File: src/rtl/kmcq_pkg.sv
// shared types, constants and helper functions of the color quantizer
package kmcq_pkg;

    localparam int MAX_PIXELS   = 4096;
    localparam int MAX_CLUSTERS = 16;
    localparam int ADDR_W       = 12;
    localparam int CNT_W        = 13;
    localparam int SUM_W        = 20;
    localparam int DIST_W       = 18;
    localparam int COST_W       = 30;
    localparam int CL_W         = 4;
    localparam int K_W          = 5;

    localparam logic [COST_W-1:0] COST_MAX  = 30'h3FFF_FFFF;
    localparam logic [15:0]       LFSR_TAPS = 16'hB400;

    localparam logic [1:0] MODE_LOAD = 2'd0;
    localparam logic [1:0] MODE_RUN  = 2'd1;
    localparam logic [1:0] MODE_READ = 2'd2;

    localparam logic [1:0] KIND_CENT   = 2'd0;
    localparam logic [1:0] KIND_ASSIGN = 2'd1;
    localparam logic [1:0] KIND_ERROR  = 2'd2;

    localparam logic [1:0] REG_CLUSTERS = 2'd0;
    localparam logic [1:0] REG_ITER     = 2'd1;
    localparam logic [1:0] REG_SEED     = 2'd2;

    typedef struct packed {
        logic [1:0]  mode;
        logic [7:0]  red;
        logic [7:0]  green;
        logic [7:0]  blue;
        logic [11:0] pixel_index;
    } cmd_t;

    typedef struct packed {
        logic [1:0]        kind;
        logic [11:0]       slot;
        logic [7:0]        out_red;
        logic [7:0]        out_green;
        logic [7:0]        out_blue;
        logic [3:0]        cluster;
        logic [COST_W-1:0] total_cost;
        logic              last;
    } result_t;

    typedef enum logic [4:0] {
        S_IDLE,
        S_READ,
        S_PICK_DIV,
        S_PICK_WAIT,
        S_PICK_WR,
        S_SNAP,
        S_ASG_RD,
        S_ASG_CMP,
        S_SUM_RD,
        S_SUM_ACC,
        S_DIV_GO,
        S_DIV_WAIT,
        S_CHECK,
        S_COST_RD,
        S_COST_ACC,
        S_EMIT
    } state_t;

    function automatic logic [DIST_W-1:0] sq_dist(input logic [23:0] a, input logic [23:0] b);
        logic [DIST_W-1:0] s;
        logic [7:0]        d;
        s = '0;
        for (int i = 0; i < 3; i++)
        begin
            d = (a[i*8 +: 8] > b[i*8 +: 8]) ? a[i*8 +: 8] - b[i*8 +: 8]
                                            : b[i*8 +: 8] - a[i*8 +: 8];
            s = s + DIST_W'(d) * DIST_W'(d);
        end
        return s;
    endfunction

    function automatic logic [15:0] lfsr_adv(input logic [15:0] v);
        return v[0] ? ((v >> 1) ^ LFSR_TAPS) : (v >> 1);
    endfunction

endpackage

File: src/rtl/kmcq_div.sv
// three-lane restoring divider sharing one divisor, one quotient bit per cycle
module kmcq_div (
    input  logic                          clk,
    input  logic                          rst_n,
    input  logic                          start,
    input  logic [kmcq_pkg::SUM_W-1:0]    dividend [3],
    input  logic [kmcq_pkg::CNT_W-1:0]    divisor,
    output logic                          done,
    output logic [kmcq_pkg::SUM_W-1:0]    quot [3],
    output logic [kmcq_pkg::CNT_W-1:0]    rem [3]
);
    import kmcq_pkg::*;

    logic [SUM_W-1:0] q_reg [3];
    logic [CNT_W-1:0] r_reg [3];
    logic [CNT_W-1:0] d_reg;
    logic [4:0]       cnt_reg;
    logic             run_reg;
    logic             done_reg;

    always_ff @(posedge clk or negedge rst_n)
    begin
        if (!rst_n)
        begin
            run_reg  <= 1'b0;
            done_reg <= 1'b0;
            cnt_reg  <= '0;
        end
        else
        begin
            done_reg <= 1'b0;
            if (start)
            begin
                run_reg <= 1'b1;
                cnt_reg <= 5'(SUM_W);
            end
            else if (run_reg)
            begin
                cnt_reg <= cnt_reg - 5'd1;
                if (cnt_reg == 5'd1)
                begin
                    run_reg  <= 1'b0;
                    done_reg <= 1'b1;
                end
            end
        end
    end

    always_ff @(posedge clk)
    begin
        if (start)
        begin
            d_reg <= divisor;
            for (int i = 0; i < 3; i++)
            begin
                q_reg[i] <= dividend[i];
                r_reg[i] <= '0;
            end
        end
        else if (run_reg)
        begin
            for (int i = 0; i < 3; i++)
            begin
                if ({r_reg[i], q_reg[i][SUM_W-1]} >= {1'b0, d_reg})
                begin
                    r_reg[i] <= CNT_W'({r_reg[i], q_reg[i][SUM_W-1]} - {1'b0, d_reg});
                    q_reg[i] <= {q_reg[i][SUM_W-2:0], 1'b1};
                end
                else
                begin
                    r_reg[i] <= {r_reg[i][CNT_W-2:0], q_reg[i][SUM_W-1]};
                    q_reg[i] <= {q_reg[i][SUM_W-2:0], 1'b0};
                end
            end
        end
    end

    assign done = done_reg;
    assign quot = q_reg;
    assign rem  = r_reg;
endmodule

File: config.mk
export PLATFORM = sky130hd
export DESIGN_NAME = kmcq_div
export DESIGN_NICKNAME = d
export VERILOG_FILES = /design/src/rtl/kmcq_pkg.sv /design/src/rtl/kmcq_div.sv
export SDC_FILE = /design/constraint.sdc
export NUM_CORES = 1
export LEC_CHECK = 0
export ABC_AREA = 1
export BUFFER_PORTS_ARGS = -buffer_cell sky130_fd_sc_hd__buf_2
export CORE_MARGIN = 1.5
export CORE_UTILIZATION = 30
export CTS_CLUSTER_SIZE = 24
export DETAILED_ROUTE_END_ITERATION = 10
export PLACE_DENSITY_LB_ADDON = 0.3
export SKIP_CTS_REPAIR_TIMING = 1
export SLEW_MARGIN = 15
export SYNTH_ARGS = -nofsm -noshare
export SYNTH_HDL_FRONTEND = slang
export SYNTH_SLANG_ARGS = --single-unit
File: constraint.sdc
create_clock -name clk -period 3.8 [get_ports clk]
set_clock_uncertainty 0.05 [all_clocks]
set_input_delay 0.57 -clock clk [delete_from_list [all_inputs] [get_ports clk]]
set_output_delay 0.57 -clock clk [all_outputs]
set_load 0.01 [all_outputs]
==> results of run 1 <==
## layout by cell type, fill, tap and decap left out, types with 4 or more instances in the layout
master	count
clkbuf_16	17
xnor2_1	15
nor2_4	4
inv_6	6
nor2_2	12
inv_2	8
nand3_2	12
inv_1	158
o21ai_0	13
nand2_1	464
xor2_1	6
buf_4	6
nand2_2	12
nand4_1	45
dfxtp_1	39
buf_2	175
a21oi_1	10
dfrtp_1	7
nand3_1	68
edfxtp_1	73
ha_1	41
nor2_1	32
## synth_stat cells, types with 3 or more instances
| cell | n | area share |
|---|---|---|
| nand3_2 | 12 | 0.016 |
| clkbuf_1 | 17 | 0.0083 |
| fa_1 | 3 | 0.0078 |
| a21oi_4 | 3 | 0.0063 |
| nand2_2 | 12 | 0.0097 |
| nor2_4 | 3 | 0.0044 |
| nand3_1 | 68 | 0.044 |
| ha_1 | 41 | 0.066 |
| a21oi_1 | 10 | 0.0065 |
| inv_1 | 159 | 0.077 |
| dfxtp_1 | 39 | 0.10 |
| inv_2 | 7 | 0.0034 |
| edfxtp_1 | 73 | 0.28 |
| nand3_4 | 3 | 0.0068 |
| nand2_1 | 464 | 0.23 |
| buf_6 | 3 | 0.0044 |
| nor2_1 | 34 | 0.017 |
| xnor2_1 | 15 | 0.017 |
| nand4_1 | 45 | 0.036 |
| nor2_2 | 11 | 0.0089 |
| dfrtp_1 | 7 | 0.023 |
| o21ai_0 | 13 | 0.0084 |
| buf_2 | 13 | 0.0084 |
| xor2_1 | 6 | 0.0068 |
## how the worst max path moves through the flow
stage,cells after the start,endpoint,start
floorplan,3,quot[0]$_DFFE_PP_,start
global placement,10,quot[20]$_DFFE_PP_,d_reg[9]$_DFFE_PP_
detailed placement,9,rem[38]$_SDFFE_PP0P_,d_reg[10]$_DFFE_PP_
CTS,9,rem[38]$_SDFFE_PP0P_,d_reg[9]$_DFFE_PP_
global route,9,rem[29]$_SDFFE_PP0P_,d_reg[8]$_DFFE_PP_
finish,9,rem[38]$_SDFFE_PP0P_,d_reg[9]$_DFFE_PP_
## layout make-up
type / instances / area (sq um)
fill: 2736 / 15700
multi-input combinational: 747 / 3800
sequential: 119 / 3150
timing repair buffer: 183 / 951
inverter: 166 / 623
clock buffer: 17 / 425
tap: 330 / 413
clock inverter: 15 / 155
## critical path, stage by stage (launching register included)
cell and delay, ns:
edfxtp_1 0.33, inv_1 0.14, ha_1 0.41, nand2_2 0.13, nor2_2 0.15, nand4_1 0.44, nand3_4 0.43, nand3_1 0.11
nand3_1 0.08, nand2_1 0.05
## cells by family (layout without fill, tap and decap cells)
logic type      Yosys count  count (layout)  synth area share
simple gates            655             655             0.371
buf+inv                 199             381             0.102
flops                   119             119             0.407
fa+ha+maj                44              44            0.0742
compound gates           27              27            0.0220
xor+xnor                 21              21            0.0238
## per-stage QoR
stage	total power (uW)	instance area [sq um]	utilization	hold slack (ns)	setup WS (ns)
final	6100	9520	0.377	0.269	1.36
after floorplan	3750	7730	-	0.224	1.31
after global routing	6600	9520	0.377	0.256	1.11
after detailed placement	4500	8930	0.353	0.364	1.38
after CTS	6160	9510	0.376	-0.0838	1.37
after global placement	4490	8930	0.353	0.365	1.42
## power breakdown
part	switching (uW)	internal (uW)	total [uW]
Sequential	263	1630	1890
Combinational	1630	960	2590
Clock	699	927	1630
Total	2590	3520	6100
## metal layers
| layer | part of all wire | global-route usage |
|---|---|---|
| met4 | 0.017 | 0.0496 |
| met2 | 0.44 | 0.292 |
| met1 | 0.47 | 0.241 |
| met3 | 0.074 | 0.0533 |
| met5 | 0.00047 | 0 |
==> results.json, run 1 <==
{
  "outcome": "complete, no violations",
  "final_cell_count_no_fill": 1577,
  "drt_pre_antenna_iters": 5,
  "syn-mean-instance-area_sq_um": 7.25,
  "number_of_buffers_inserted_by_port_buffering": 175,
  "power_per_cell_area_mw_per_mm2": 641,
  "cp_launch_type": "flip-flop",
  "post_drt_via_cell_ratio": 4.57,
  "initial_antenna_violation_count": 1,
  "timing.final.max_slew_violations": 0,
  "gp_congestion": 0.893,
  "postRouteAntennaNets": 0,
  "wire_length_of_the_first_global_routing_pass_mm": 37.3,
  "maxCapViolCount": 0,
  "cts_tree": "done",
  "clock-root-buffer": "clkbuf_16",
  "final.setup.tns_ns": 0,
  "fraction_of_final_layout_cells_with_drive_strength_greater_than_1": 0.216,
  "fp.dieW_um": 163,
  "clkSlewWorstSetupHoldPaths_ns": 0.06,
  "grt_use_total": 0.183,
  "slew_of_the_pin_with_the_lowest_slew_margin_ns": 0.726,
  "cellLeakagePower_uw": 0.00518,
  "final.min_clock_period_ns": 2.44,
  "htreeDepth": 4,
  "syn-cell-area_sq_mm": 0.00773,
  "instance_count_of_the_mapped_netlist": 1065,
  "finalSetupViolations": 0,
  "fmax_mhz": 410,
  "clk_latency_ns": 0.42,
  "tritoncts.num_buffers": 17,
  "fp-row-count": 58,
  "die_area_sq_mm": 0.0267,
  "cp_max_fo": 17,
  "grt.overflow.total": 0,
  "irDropWorstVdd_v": 0.000229,
  "synth-edff-count": 73,
  "worstPathArrival_ns": 2.70,
  "yosys_warnings": 0,
  "worst-r2r-cell-count": 9,
  "type_of_the_worst_min_delay_path": "in2reg",
  "fp.coreArea_sq_mm": 0.0253,
  "remaining_drc_errors": 0,
  "worst_slew_margin": 0.515,
  "post-route-period-util": 0.642,
  "yosys.cell_types.count": 28,
  "ff2ff_setup_slack_ns": 1.36,
  "dieHeight_um": 163,
  "synth_nets": 1185,
  "route.vias.total": 7211,
  "tritoncts_num_sinks": 119,
  "grt_start_max_net_pins": 54,
  "placed_cells_incl_taps": 1544,
  "max_ffs_per_register": 60,
  "final-hold-violation-count": 0,
  "detailed_place_hpwl_mm": 18.0,
  "detail_route.wl_per_cell_um": 15.0,
  "start_util": 0.306,
  "wl_mm": 23.6,
  "final_net_count": 1354,
  "min_to": "d_reg[9]$_DFFE_PP_",
  "grt_pass1_vias": 6926,
  "critPathCaptureType": "flip-flop",
  "n_antenna_cell": 0,
  "synth_async_sr_flop_share": 0.0588,
  "grt_setup_unrepaired": "false",
  "hold_start": "divisor[9]",
  "detailedRoute.firstIterationViolations": 448,
  "design.portCount": 176,
  "endpoint_of_the_worst_register_to_register_path": "rem[38]$_SDFFE_PP0P_",
  "cts-root-to-sink-buffers": 2,
  "ys.flop_type": "edfxtp_1",
  "synthToLayoutAreaGrowth_pct": 23.2,
  "min_delay_path_depth": 1,
  "timing.rr.start": "d_reg[9]$_DFFE_PP_",
  "synthesis_stage_register_bit_count": 119,
  "path_class": "reg2reg",
  "synth_sequential_area_ratio": 0.407,
  "worst-endpoint-required_ns": 4.06
}
(Power assumes the default switching activity.)
==> run 2: changes to the inputs <==
--- a/config.mk
+++ b/config.mk
@@ -5,7 +5,7 @@
 export SDC_FILE = /design/constraint.sdc
 export NUM_CORES = 1
 export LEC_CHECK = 0
-export ABC_AREA = 1
+export ABC_AREA = 0
 export BUFFER_PORTS_ARGS = -buffer_cell sky130_fd_sc_hd__buf_2
 export CORE_MARGIN = 1.5
 export CORE_UTILIZATION = 30
==> constraint.sdc (replaced) <==
create_clock -name clk -period 2.5 [get_ports clk]
set_clock_uncertainty 0.05 [all_clocks]
set_input_delay 0.375 -clock clk [delete_from_list [all_inputs] [get_ports clk]]
set_output_delay 0.375 -clock clk [all_outputs]
set_load 0.01 [all_outputs]
==> results.json, run 2 <==
{
  "outcome": "finished with violations",
  "violated_checks": "negative setup slack",
  "cts-root-to-sink-buffers": 2,
  "clock_group_share_of_total_power": 0.234,
  "post_synth_fa_ha_maj_area_fraction": 0.0821,
  "synth_area_leaders": "edfxtp_1 31%, dfxtp_1 11%, mux2_2 9.7%",
  "syn-cell-area_sq_mm": 0.00698,
  "fp.dieW_um": 156,
  "wire_length_of_the_first_global_routing_pass_mm": 32.5,
  "fin_ws_ns": -0.0777,
  "layout_commonest_cell": "buf_2",
  "final.min_clock_period_ns": 2.58,
  "route.vias.total": 5992,
  "power.share.sequential": 0.267,
  "tritoncts.num_buffers": 17,
  "synth_largest_area_cell": "edfxtp_1",
  "synthesis_stage_register_bit_count": 119,
  "timing.critical_path.slowest_stage_cell": "edfxtp_1",
  "clock-root-buffer": "clkbuf_16",
  "fp.coreArea_sq_mm": 0.0227,
  "drt_pre_antenna_iters": 4,
  "type_of_the_worst_min_delay_path": "in2reg",
  "cp_launch_type": "flip-flop",
  "final_cell_count_no_fill": 1189,
  "final_net_count": 1009,
  "yosys.cell_types.count": 71,
  "dieHeight_um": 156,
  "critPathCaptureType": "flip-flop",
  "synth.most_common_cell": "edfxtp_1",
  "detailed_place_hpwl_mm": 15.7,
  "combinationalPowerShare": 0.499,
  "initial_antenna_violation_count": 1,
  "fp-row-count": 55,
  "synth_nets": 752,
  "yosys_warnings": 0,
  "syn-mean-instance-area_sq_um": 11.0,
  "worst-endpoint-required_ns": 2.61,
  "slew_of_the_pin_with_the_lowest_slew_margin_ns": 0.679,
  "critPathMaxStageDelay_ns": 0.37,
  "worstPathBufferInverterCount": 3,
  "synthToLayoutAreaGrowth_pct": 40.0,
  "start_util": 0.307,
  "synth_compound_gate_area_share": 0.156,
  "gp_congestion": 0.850,
  "power.internal_uw": 6970,
  "detail_route.wl_per_cell_um": 17.9,
  "worst_slew_margin": 0.546,
  "timing.final.max_slew_violations": 0,
  "max_ffs_per_register": 60,
  "ys.flop_type": "edfxtp_1",
  "grt_pass1_vias": 5920,
  "die_area_sq_mm": 0.0242,
  "detailedRoute.firstIterationViolations": 287,
  "synth_top_family_by_area": "compound AO/OA/AOI/OAI gates",
  "layout_common_cells": "175 x buf_2, 77 x buf_4, 73 x edfxtp_1",
  "tritoncts_num_sinks": 119,
  "synth_top_area_share": 0.314,
  "final-hold-violation-count": 0,
  "synth.area.mux_share": 0.133,
  "instance_count_of_the_mapped_netlist": 632,
  "fmax_mhz": 388,
  "min_delay_path_depth": 1,
  "grt.overflow.total": 0,
  "synth_async_sr_flop_share": 0.0588,
  "grt_setup_unrepaired": "true",
  "p_sw_uw": 4160,
  "design.portCount": 176,
  "p_total_uw": 11100,
  "maxCapViolCount": 0,
  "post_drt_via_cell_ratio": 5.04,
  "cp_max_fo": 6,
  "post_synth_and_or_nand_nor_area_fraction": 0.103,
  "synth-edff-count": 73,
  "irDropWorstVdd_v": 0.000627,
  "grt_start_max_net_pins": 60,
  "fraction_of_final_layout_cells_with_drive_strength_greater_than_1": 0.471,
  "wl_mm": 21.3,
  "htreeDepth": 4,
  "clk_latency_ns": 0.42,
  "worst-r2r-cell-count": 10,
  "worstPathArrival_ns": 2.69,
  "kind_of_cell_adding_the_most_delay_to_the_critical_path": "compound AO/OA/AOI/OAI gates",
  "power.switching_fraction": 0.374,
  "path_class": "reg2reg",
  "cellLeakagePower_uw": 0.00439,
  "remaining_drc_errors": 0,
  "power_per_cell_area_mw_per_mm2": 1140,
  "post_synth_xor_area_fraction": 0.0389,
  "synth_sequential_area_ratio": 0.451,
  "postRouteAntennaNets": 0,
  "clkSlewWorstSetupHoldPaths_ns": 0.06,
  "synth.top_cells.by_count": "73 x edfxtp_1, 60 x mux2_2, 53 x nor2_1, 41 x ha_1, 39 x dfxtp_1",
  "cell_count_along_the_critical_path": 10,
  "post-route-period-util": 1.03,
  "number_of_buffers_inserted_by_port_buffering": 175,
  "grt_use_total": 0.175,
  "finalSetupViolations": 16,
  "cts_tree": "done",
  "crit_path_cell_trace": "buf_6 > ha_4 > inv_2 > fa_2 > a211oi_2 > o21ai_2 > a211oi_2 > o21ai_2 > buf_12 > mux2_4",
  "placed_cells_incl_taps": 1146
}
==> run 2: changes by cell type after synthesis, sizes merged, moves of 9 or more <==
cell / previous run / this run
a21oi: 13 / 30
nand2: 476 / 29
mux2i: 0 / 24
nand3: 83 / 17
nor3: 1 / 10
nand4: 46 / 5
a211oi: 0 / 32
a21o: 0 / 15
mux2: 0 / 61
inv: 166 / 28
==> run 2: logic make-up (layout without fill, tap and decap cells) <==
logic type / after synthesis / in the layout
buf+inv: 58 / 328
compound gates: 147 / 147
xor+xnor: 31 / 31
flops: 119 / 119
mux: 85 / 85
fa+ha+maj: 44 / 44
simple gates: 148 / 148
other cells: 0 / 2
==> run 2: path summary, 6_finish.rpt <==
check	start	end	slack (ns)
min	divisor[8]	d_reg[8]$_DFFE_PP_	0.08
min reg2reg	rem[11]$_SDFFE_PP0P_	rem[11]$_SDFFE_PP0P_	0.47
max reg2reg	d_reg[0]$_DFFE_PP_	quot[40]$_DFFE_PP_	-0.08
max in group asynchronous	rst_n	run_reg$_DFF_PN0_	1.95
min in group asynchronous	rst_n	cnt_reg[0]$_DFFE_PN0P_	0.27
max	d_reg[0]$_DFFE_PP_	quot[40]$_DFFE_PP_	-0.08
==> run 2: layout make-up <==
class,count,area (sq um)
Clock inverter,14,185
Clock buffer,18,439
Timing Repair Buffer,268,1680
Inverter,28,105
Fill cell,2218,12900
Tap cell,285,357
Multi-Input combinational cell,455,3860
Antenna cell,2,5.00
Sequential cell,119,3150
==> run 2: power by group through the flow <==
stage               registers (uW)  clock network, uW  logic [uW]
finish                        2970               2600        5550
global route                  3040               2760        6030
CTS                           2980               2650        5060
detailed placement            3010                  0        5040
global placement              3010                  0        5020
floorplan                     3100                  0        3000
==> run 2: through the flow <==
step	worst slack (ns)	hold WS [ns]	utilization	instance area, sq um	setup TNS (ns)
final	-0.0777	0.0770	0.431	9780	-0.506
after detailed placement	-0.0871	0.174	0.389	8830	-1.05
after global placement	-0.0431	0.171	0.389	8830	-0.323
after global routing	-0.181	0.0561	0.430	9770	-3.99
after floorplan	-0.100	0.0294	-	7030	-0.269
after CTS	-0.113	-0.265	0.416	9450	-1.85
==> run 2: routing by layer <==
| layer | global-route usage | routed length [um] | up-vias |
|---|---|---|---|
| met4 | 0.0558 | 318 | 2 |
| met3 | 0.0556 | 1420 | 23 |
| li1 | - | - | 2921 |
| met2 | 0.271 | 9690 | 174 |
| met5 | 0 | 13 | - |
| met1 | 0.233 | 9840 | 2872 |
==> run 3: changes to the inputs <==
--- a/config.mk
+++ b/config.mk
@@ -6,8 +6,10 @@
 export NUM_CORES = 1
 export LEC_CHECK = 0
 export ABC_AREA = 0
+export ABC_CLOCK_PERIOD_IN_PS = 2500
 export BUFFER_PORTS_ARGS = -buffer_cell sky130_fd_sc_hd__buf_2
-export CORE_MARGIN = 1.5
+export CELL_PAD_IN_SITES_DETAIL_PLACEMENT = 1
+export CELL_PAD_IN_SITES_GLOBAL_PLACEMENT = 1
 export CORE_UTILIZATION = 30
 export CTS_CLUSTER_SIZE = 24
 export DETAILED_ROUTE_END_ITERATION = 10
==> results.json, run 3 (synthesis results as in run 2) <==
{
  "outcome": "finished with violations",
  "violated_checks": "negative setup slack",
  "worst_path_most_repeated_cell": "inv_2",
  "route.vias.total": 6147,
  "path_class": "reg2reg",
  "design.portCount": 176,
  "tritoncts_num_sinks": 119,
  "grt_start_max_net_pins": 61,
  "fillerInstances": 2592,
  "grt_pass1_vias": 6422,
  "cp_max_fo": 8,
  "p_sw_uw": 4310,
  "combinationalPowerShare": 0.520,
  "sequential_cell_area_sq_mm": 0.00315,
  "n_antenna_cell": 0,
  "cellLeakagePower_uw": 0.00444,
  "timing.final.max_slew_violations": 0,
  "final.setup.tns_ns": -1.36,
  "power.switching_fraction": 0.382,
  "layout_common_cells": "174 x buf_2, 95 x buf_4, 73 x edfxtp_1",
  "gp_congestion": 0.845,
  "final_design_area_no_fill_sq_mm": 0.00990,
  "clock-root-buffer": "clkbuf_16",
  "p_total_uw": 11300,
  "critPathMaxStageDelay_ns": 0.42,
  "grt_setup_unrepaired": "true",
  "fp.coreArea_sq_mm": 0.0227,
  "clock_group_share_of_total_power": 0.217,
  "max_ffs_per_register": 60,
  "finalSetupViolations": 22,
  "detailedRoute.firstIterationViolations": 233,
  "wire_length_of_the_first_global_routing_pass_mm": 35.5,
  "drt_pre_antenna_iters": 4,
  "placed_area_sq_mm": 0.00889,
  "synthToLayoutAreaGrowth_pct": 41.8,
  "multiInputGateArea_sq_mm": 0.00394,
  "cts_tree": "done",
  "detailed_place_hpwl_mm": 17.3,
  "grt.overflow.total": 0,
  "power.share.sequential": 0.264,
  "fin_ws_ns": -0.144,
  "detail_route.wl_per_cell_um": 19.2,
  "die_area_sq_mm": 0.0239,
  "final_net_count": 1024,
  "power.internal_uw": 6990,
  "wl_mm": 23.1,
  "crit_path_cell_trace": "inv_2 > ha_4 > inv_2 > fa_2 > a211oi_4 > o21bai_2 > a211oi_2 > o31ai_4 > buf_4 > mux2_4",
  "power_per_cell_area_mw_per_mm2": 1140,
  "slew_of_the_pin_with_the_lowest_slew_margin_ns": 0.813,
  "maxCapViolCount": 0,
  "final.min_clock_period_ns": 2.64,
  "remaining_drc_errors": 0,
  "fmax_mhz": 378,
  "cp_launch_type": "flip-flop",
  "type_of_the_worst_min_delay_path": "in2reg",
  "worstPathBufferInverterCount": 3,
  "start_util": 0.307,
  "clkSlewWorstSetupHoldPaths_ns": 0.06,
  "layout_commonest_cell": "buf_2",
  "clk_latency_ns": 0.42,
  "post-route-period-util": 1.06,
  "final-hold-violation-count": 0,
  "postRouteAntennaNets": 0,
  "fraction_of_final_layout_cells_with_drive_strength_greater_than_1": 0.485,
  "dieHeight_um": 155,
  "worstPathArrival_ns": 2.76,
  "worst-endpoint-required_ns": 2.62,
  "worst_slew_margin": 0.458,
  "irDropWorstVdd_v": 0.000500,
  "kind_of_cell_adding_the_most_delay_to_the_critical_path": "compound AO/OA/AOI/OAI gates",
  "fp.dieW_um": 155,
  "cts-root-to-sink-buffers": 2,
  "fp-row-count": 55,
  "tritoncts.num_buffers": 17,
  "grt_use_total": 0.194,
  "timing.critical_path.slowest_stage_cell": "edfxtp_1",
  "critPathCaptureType": "flip-flop",
  "preCtsSetupSlack_ns": -0.172,
  "post_drt_via_cell_ratio": 5.11,
  "initial_antenna_violation_count": 0,
  "htreeDepth": 4,
  "number_of_buffers_inserted_by_port_buffering": 175
}
-- run 3: cell count changes in the layout (fill, tap and decap cells not counted), moves of 3 or more --
cell      change
buf_4        +18
nand3_2       +3
buf_12        -3
clkinv_4      +3
nand3_1       -3
-- run 3: layout make-up --
cell class / count / area share
Tap cell: 285 / 0.0360
Clock buffer: 17 / 0.0430
Timing Repair Buffer: 283 / 0.179
Inverter: 28 / 0.0106
Sequential cell: 119 / 0.318
Multi-Input combinational cell: 455 / 0.398
Clock inverter: 15 / 0.0157
-- run 3: final timing paths --
| kind | start | end | slack, ns | depth (start not counted) |
|---|---|---|---|---|
| worst min register to register | rem[32]$_SDFFE_PP0P_ | rem[32]$_SDFFE_PP0P_ | 0.48 | 2 |
| max in group asynchronous | rst_n | run_reg$_DFF_PN0_ | 1.94 | 2 |
| min in group asynchronous | rst_n | done$_DFF_PN0_ | 0.28 | 2 |
| worst max-delay path | quot[39]$_DFFE_PP_ | quot[20]$_DFFE_PP_ | -0.14 | 10 |
| worst max register to register | quot[39]$_DFFE_PP_ | quot[20]$_DFFE_PP_ | -0.14 | 10 |
| worst min-delay path | divisor[4] | d_reg[4]$_DFFE_PP_ | 0.08 | 1 |
-- run 3: per-layer routing --
metal  vias to the layer above  wire length, um  global-route usage
li1                       2941                -                   -
met1                      3016            10600               0.249
met2                       169            10700               0.314
met3                        21             1280              0.0504
met4                         0              473              0.0736
met5                         -                0                   0
-- run 3: power groups by stage --
stage	Sequential, uW	Clock [uW]	Combinational [uW]
after CTS	2980	2510	5220
final	2980	2450	5870
after global routing	3040	2600	6370
after global placement	3010	0	5080
after detailed placement	3010	0	5170
after floorplan	3100	0	3000
-- run 3: metrics by stage --
step	instances	utilization	hold slack (ns)
after floorplan	632	-	0.0294
after global placement	1160	0.392	0.177
after detailed placement	1160	0.392	0.178
after CTS	1192	0.417	-0.276
after global routing	1202	0.436	0.0564
final	1202	0.436	0.0793
